## src/sv/lbfs_pkg.sv

```systemverilog
// ----------------------------------------------------------------------------
// lbfs_pkg
// Shared widths, word types and helpers for the bidiagonal forward solver.
// ----------------------------------------------------------------------------
package lbfs_pkg;

    localparam int DATA_WIDTH = 32;
    localparam int FRAC_BITS  = 16;
    localparam int NUM_W      = 2 * DATA_WIDTH;
    localparam int CNT_W      = $clog2(DATA_WIDTH);

    typedef struct packed {
        logic signed [DATA_WIDTH-1:0] diag;
        logic signed [DATA_WIDTH-1:0] sub_diag;
        logic signed [DATA_WIDTH-1:0] rhs;
        logic                         first_row;
        logic                         last_row;
    } t_in_word;

    typedef struct packed {
        logic signed [DATA_WIDTH-1:0] solution;
        logic                         zero_divisor;
        logic                         saturated;
        logic                         last_out;
    } t_out_word;

    typedef struct packed {
        logic busy;
        logic done;
    } t_div_stat;

    function automatic logic [DATA_WIDTH-1:0] mag_of(input logic [DATA_WIDTH-1:0] raw);
        mag_of = raw[DATA_WIDTH-1] ? (~raw + 1'b1) : raw;
    endfunction

endpackage

```

## src/sv/lbfs_mul.sv

```systemverilog
// ----------------------------------------------------------------------------
// lbfs_mul
// Registered unsigned magnitude multiplier, full double-width product.
// ----------------------------------------------------------------------------
module lbfs_mul
    import lbfs_pkg::*;
(
    input  logic                  i_clk,
    input  logic [DATA_WIDTH-1:0] i_a,
    input  logic [DATA_WIDTH-1:0] i_b,
    output logic [NUM_W-1:0]      o_prod
);

    logic [NUM_W-1:0] r_prod;

    always_ff @(posedge i_clk) begin
        r_prod <= NUM_W'(i_a) * NUM_W'(i_b);
    end

    assign o_prod = r_prod;

endmodule

```

## src/sv/lbfs_div.sv

```systemverilog
// ----------------------------------------------------------------------------
// lbfs_div
// Restoring shift-subtract divider, one quotient bit per cycle. The caller
// guarantees the upper numerator half is below the divisor.
// ----------------------------------------------------------------------------
module lbfs_div
    import lbfs_pkg::*;
(
    input  logic                  i_clk,
    input  logic                  i_rst_n,
    input  logic                  i_start,
    input  logic [NUM_W-1:0]      i_num,
    input  logic [DATA_WIDTH-1:0] i_den,
    output t_div_stat             o_stat,
    output logic [DATA_WIDTH-1:0] o_quot
);

    logic [DATA_WIDTH-1:0] r_rem;
    logic [DATA_WIDTH-1:0] r_lo;
    logic [DATA_WIDTH-1:0] r_den;
    logic [CNT_W-1:0]      r_cnt;
    logic                  r_busy;
    logic                  r_done;
    logic [DATA_WIDTH:0]   n_trial;
    logic                  n_ge;
    logic [DATA_WIDTH:0]   n_diff;

    always_comb begin
        n_trial = {r_rem, r_lo[DATA_WIDTH-1]};
        n_ge    = n_trial >= {1'b0, r_den};
        n_diff  = n_trial - {1'b0, r_den};
    end

    always_ff @(posedge i_clk) begin
        if (!i_rst_n) begin
            r_busy <= 1'b0;
            r_done <= 1'b0;
            r_cnt  <= '0;
        end else begin
            r_done <= 1'b0;
            if (r_busy) begin
                r_rem <= n_ge ? n_diff[DATA_WIDTH-1:0] : n_trial[DATA_WIDTH-1:0];
                r_lo  <= {r_lo[DATA_WIDTH-2:0], n_ge};
                r_cnt <= r_cnt + 1'b1;
                if (r_cnt == CNT_W'(DATA_WIDTH - 1)) begin
                    r_busy <= 1'b0;
                    r_done <= 1'b1;
                end
            end else if (i_start) begin
                r_rem  <= i_num[NUM_W-1:DATA_WIDTH];
                r_lo   <= i_num[DATA_WIDTH-1:0];
                r_den  <= i_den;
                r_cnt  <= '0;
                r_busy <= 1'b1;
            end
        end
    end

    assign o_stat.busy = r_busy;
    assign o_stat.done = r_done;
    assign o_quot      = r_lo;

endmodule

```

## src/sv/lower_bidiagonal_forward_solve_core.sv

```systemverilog
// ----------------------------------------------------------------------------
// lower_bidiagonal_forward_solve_core
// Forward substitution for a lower bidiagonal system, one row per word.
// ----------------------------------------------------------------------------
// Each accepted row word yields one solution word,
// x = (rhs - sub_diag * x_prev) / diag in signed Q16.16, truncated toward
// zero and saturated to the 32-bit range. A normal row passes from
// acceptance through the multiply, numerator and check states and the
// shift-subtract divider to the finish state, which waits while the output
// register is still full; the next row is accepted after it. A zero diagonal
// or an overflowing quotient skips the divider. The result sits in an output
// register, so the next row may be accepted while it waits to be taken.
// ----------------------------------------------------------------------------
module lower_bidiagonal_forward_solve_core
    import lbfs_pkg::*;
(
    input  logic      i_clk,
    input  logic      i_rst_n,
    input  logic      i_valid,
    output logic      o_ready,
    input  t_in_word  i_data,
    output logic      o_valid,
    input  logic      i_ready,
    output t_out_word o_data
);

    localparam logic [2:0] S_IDLE = 3'd0;
    localparam logic [2:0] S_MUL  = 3'd1;
    localparam logic [2:0] S_NUM  = 3'd2;
    localparam logic [2:0] S_CHK  = 3'd3;
    localparam logic [2:0] S_DIV  = 3'd4;
    localparam logic [2:0] S_FIN  = 3'd5;

    localparam logic [DATA_WIDTH-1:0] TOP = {1'b1, {(DATA_WIDTH-1){1'b0}}};

    logic [2:0]            r_state;
    logic [DATA_WIDTH-1:0] r_dm, r_sm, r_rm, r_pm, r_prev;
    logic                  r_dn, r_sn, r_rn, r_pn, r_first, r_last;
    logic [NUM_W-1:0]      r_num;
    logic                  r_numneg;
    logic                  r_ovf;
    logic                  r_out_valid;
    t_out_word             r_out;

    logic [NUM_W-1:0]      w_prod;
    t_div_stat             w_div;
    logic [DATA_WIDTH-1:0] w_quot;

    logic [NUM_W-1:0]      n_a, n_b, n_num;
    logic                  n_bneg, n_numneg;
    logic                  n_ovf, n_zdiv, n_start;
    logic                  n_negres, n_sat;
    logic [DATA_WIDTH-1:0] n_res;
    logic                  n_load;

    lbfs_mul u_mul (
        .i_clk  (i_clk),
        .i_a    (r_sm),
        .i_b    (r_pm),
        .o_prod (w_prod)
    );

    lbfs_div u_div (
        .i_clk   (i_clk),
        .i_rst_n (i_rst_n),
        .i_start (n_start),
        .i_num   (r_num),
        .i_den   (r_dm),
        .o_stat  (w_div),
        .o_quot  (w_quot)
    );

    always_comb begin
        n_a    = NUM_W'(r_rm) << FRAC_BITS;
        n_b    = r_first ? '0 : w_prod;
        n_bneg = !r_first && (r_sn ^ r_pn);
        if (r_rn != n_bneg) begin
            n_num    = n_a + n_b;
            n_numneg = r_rn;
        end else if (n_a >= n_b) begin
            n_num    = n_a - n_b;
            n_numneg = r_rn;
        end else begin
            n_num    = n_b - n_a;
            n_numneg = !r_rn;
        end
        if (n_num == '0) begin
            n_numneg = 1'b0;
        end
    end

    always_comb begin
        n_zdiv  = r_dm == '0;
        n_ovf   = r_num[NUM_W-1:DATA_WIDTH] >= r_dm;
        n_start = (r_state == S_CHK) && !n_zdiv && !n_ovf;
        n_load  = (r_state == S_FIN) && (!r_out_valid || i_ready);
    end

    always_comb begin
        n_negres = 1'b0;
        n_sat    = 1'b1;
        n_res    = '0;
        if (n_zdiv) begin
            n_res = r_numneg ? TOP : TOP - 1'b1;
        end else if (r_ovf) begin
            n_negres = r_numneg ^ r_dn;
            n_res    = n_negres ? TOP : TOP - 1'b1;
        end else begin
            n_negres = (r_numneg ^ r_dn) && (w_quot != '0);
            n_sat    = w_quot > (n_negres ? TOP : TOP - 1'b1);
            if (n_sat) begin
                n_res = n_negres ? TOP : TOP - 1'b1;
            end else begin
                n_res = n_negres ? (~w_quot + 1'b1) : w_quot;
            end
        end
    end

    always_ff @(posedge i_clk) begin
        if (!i_rst_n) begin
            r_state     <= S_IDLE;
            r_out_valid <= 1'b0;
            r_prev      <= '0;
        end else begin
            if (r_out_valid && i_ready && !n_load) begin
                r_out_valid <= 1'b0;
            end
            unique case (r_state)
                S_IDLE: begin
                    if (i_valid) begin
                        r_dm    <= mag_of(i_data.diag);
                        r_sm    <= mag_of(i_data.sub_diag);
                        r_rm    <= mag_of(i_data.rhs);
                        r_pm    <= mag_of(r_prev);
                        r_dn    <= i_data.diag[DATA_WIDTH-1];
                        r_sn    <= i_data.sub_diag[DATA_WIDTH-1];
                        r_rn    <= i_data.rhs[DATA_WIDTH-1];
                        r_pn    <= r_prev[DATA_WIDTH-1];
                        r_first <= i_data.first_row;
                        r_last  <= i_data.last_row;
                        r_state <= S_MUL;
                    end
                end
                S_MUL: begin
                    r_state <= S_NUM;
                end
                S_NUM: begin
                    r_num    <= n_num;
                    r_numneg <= n_numneg;
                    r_state  <= S_CHK;
                end
                S_CHK: begin
                    r_ovf   <= n_ovf;
                    r_state <= n_start ? S_DIV : S_FIN;
                end
                S_DIV: begin
                    if (w_div.done) begin
                        r_state <= S_FIN;
                    end
                end
                S_FIN: begin
                    if (n_load) begin
                        r_out.solution     <= n_res;
                        r_out.zero_divisor <= n_zdiv;
                        r_out.saturated    <= n_sat;
                        r_out.last_out     <= r_last;
                        r_out_valid        <= 1'b1;
                        r_prev             <= n_res;
                        r_state            <= S_IDLE;
                    end
                end
                default: begin
                    r_state <= S_IDLE;
                end
            endcase
        end
    end

    assign o_ready = r_state == S_IDLE;
    assign o_valid = r_out_valid;
    assign o_data  = r_out;

    a_ready_div_idle: assert property (@(posedge i_clk) disable iff (!i_rst_n)
        o_ready |-> !w_div.busy)
        else $error("ready while divider busy");

    a_done_in_div: assert property (@(posedge i_clk) disable iff (!i_rst_n)
        w_div.done |-> r_state == S_DIV)
        else $error("divider done outside divide state");

    a_zdiv_sat: assert property (@(posedge i_clk) disable iff (!i_rst_n)
        o_valid && o_data.zero_divisor |-> o_data.saturated)
        else $error("zero divisor without saturation");

    a_accept_busy: assert property (@(posedge i_clk) disable iff (!i_rst_n)
        i_valid && o_ready |=> !o_ready)
        else $error("ready right after accept");

endmodule

```

## config.mk

```make
export PLATFORM = sky130hd
export DESIGN_NAME = lower_bidiagonal_forward_solve_core
export DESIGN_NICKNAME = d
export VERILOG_FILES = /design/src/sv/lbfs_pkg.sv /design/src/sv/lbfs_mul.sv /design/src/sv/lbfs_div.sv /design/src/sv/lower_bidiagonal_forward_solve_core.sv
export SDC_FILE = /design/constraint.sdc
export NUM_CORES = 2
export LEC_CHECK = 0
export BUFFER_PORTS_ARGS = -buffer_cell sky130_fd_sc_hd__buf_2
export CAP_MARGIN = 20
export CORE_MARGIN = 2
export CORE_UTILIZATION = 44
export CTS_BUF_LIST = sky130_fd_sc_hd__clkbuf_4 sky130_fd_sc_hd__clkbuf_8
export CTS_CLUSTER_DIAMETER = 30
export DETAILED_ROUTE_END_ITERATION = 6
export PLACE_DENSITY = 0.64
export SETUP_SLACK_MARGIN = 0.2
export SLEW_MARGIN = 20
export SYNTH_ARGS = -nofsm -noshare
export SYNTH_HDL_FRONTEND = slang
export SYNTH_HIERARCHICAL = 1
export SYNTH_SLANG_ARGS = --single-unit
```

## constraint.sdc

```tcl
create_clock -name i_clk -period 7.5 [get_ports i_clk]
set_clock_uncertainty 0.15 [all_clocks]
set_input_delay 0.375 -clock i_clk [delete_from_list [all_inputs] [get_ports i_clk]]
set_output_delay 0.375 -clock i_clk [all_outputs]
set_load 0.03 [all_outputs]
```

==> run metrics <==
final worst slack -0.00474 ns; number of global-route vias before repair 52300; Least-Margin Pin Slew 1.12 ns; Placer Congestion 0.970; crit path max fanout 7; Area Growth Syn to Fin 15.9%; CTS Buf Count 101; initial antenna violation count 8; Max Slew Vio Count 0; period utilisation layout 1.00; number of cells on the critical path 27; HPWL after DPL 155000 um; max_slew headroom 0.256; clock period minus worst slack 7.50 ns; drt wl/cell 20.8 um; fin nets 8707; hold crit path type input port to register; Post-Place Cell Area 67100 sq um; commonest non-fill, non-tap cell in the layout inv_1; critical hold path startpoint i_data[5]; hold path cells 2; RSZ-0062 raised after global routing true; Root Buffer clkbuf_8; CTS Sinks 438; grt total ovfl 0; clk_lat worst skew 0.80 ns; overall routing resource usage 0.266; Max-Cap Viols 0; Worst Path Required 7.99 ns; R2R setup slack -0.005 ns; kind of critical path register to register; Die X 380 um; Mapped Cells 6830; total core area 140000 sq um; largest net degree at the start of global routing 80; H-tree depth 3; WP buf/inv 8; data arrival time of the critical path 8.00 ns; Remaining DRCs 0; Worst path most repeated cell fa_1; die area 144000 sq um; Top-Level Pins 139; Detailed Route Iter0 Violations 3763; Startpoint Class register; final std cells w/o fill 9213; CTS max path bufs 3; final antenna-violating net count 0; slowest cell on the critical path fa_2; Reg-to-Reg End u_mul/o_prod[63]; starting density of the core 0.444; R2R cell count 27; status complete, but fails checks; Largest delay share family, worst path adder cells; fin util 0.515; # rows 137; worst r2r src r_sm[13]; Net Count, Synth 8293; design area 72000 sq um; vias per inst 5.42; Die Span Y 380 um; Critical Path Sink Type register; proportion of layout cells with a drive suffix above 1 0.130; Worst-path clk slew 0.06 ns; Syn Area/Cell 9.10 sq um; Port Buffers 138; synthesized area 62100 sq um; failing checks setup timing; final setup TNS -0.00474 ns; DRT Pass-1 Iters 6; crit-path max cell delay 0.62 ns; first-pass GRT wire length 301000 um; Final Hold Viols 0; final setup vio count 1; CTS tree done; most frequent cells in the layout inv_1 (1138), fa_1 (879), nand2_1 (709), and2_1 (599), ha_1 (435); WHS Endpoint r_rm[3]; WL final 191000 um; Max Clk Rate 133 MHz; routed vias 49900; DP Cell Count 8856; Warnings, synthesis 6
## final cells by class
type / count / area (sq um)
Clock buffer: 121 / 1540
Tap cell: 1876 / 2350
Multi-Input combinational cell: 4876 / 45200
Timing Repair Buffer: 661 / 5690
Sequential cell: 438 / 12100
Fill cell: 12800 / 67900
Antenna cell: 6 / 15.0
Inverter: 1166 / 4380
Clock inverter: 69 / 761
## worst max path at each step
stage	from	endpoint	slack (ns)
after floorplan	r_pm[22]	u_mul/o_prod[55]	0.22
after global placement	r_sm[25]	u_mul/o_prod[50]	-0.18
after detailed placement	r_sm[25]	u_mul/o_prod[59]	-0.23
after CTS	r_sm[13]	u_mul/o_prod[63]	-0.03
after global routing	r_pm[10]	u_mul/o_prod[63]	-0.26
final	r_sm[13]	u_mul/o_prod[63]	-0.005
## state kept, by name, indices dropped and copies added, names as in the netlist, 3 cells and up
| register | flops |
|---|---|
| r_num | 64 |
| u_mul/o_prod | 64 |
| o_data | 35 |
| r_dm | 32 |
| r_pm | 32 |
| r_prev | 32 |
| r_rm | 32 |
| r_sm | 32 |
| u_div/o_quot | 32 |
| u_div/r_den | 32 |
| u_div/r_rem | 32 |
| u_div/r_cnt | 5 |
| r_state | 3 |
## metal layers
| metal | global-route usage | vias to the layer above | routed length (um) |
|---|---|---|---|
| li1 | - | 22800 | - |
| met4 | 0.105 | 2 | 8260 |
| met5 | 0 | - | 13 |
| met3 | 0.0348 | 423 | 11000 |
| met1 | 0.354 | 25000 | 80900 |
| met2 | 0.441 | 1704 | 91000 |
## per-stage QoR
| step | worst slack (ns) | hold WS, ns |
|---|---|---|
| CTS | -0.0275 | 0.0138 |
| global placement | -0.185 | 0.263 |
| floorplan | 0.218 | 0.250 |
| finish | -0.00474 | 0.0895 |
| global route | -0.257 | 0.0329 |
| detailed placement | -0.227 | 0.264 |
## repair_timing
item | 4_1_cts | 5_1_grt
resized for setup | 143 | 68
buffers inserted | 9 | 7
pin swaps | 52 | 26
endpoints found under the setup margin | 35 | 38
gates cloned | 0 | 2
hold buffers | 142 | 0
endpoints found under the hold margin | 134 | 0
Power is left out: the tool's default activity adds up to more than one toggle a clock period on the data nets, which glitch-free logic cannot reach.
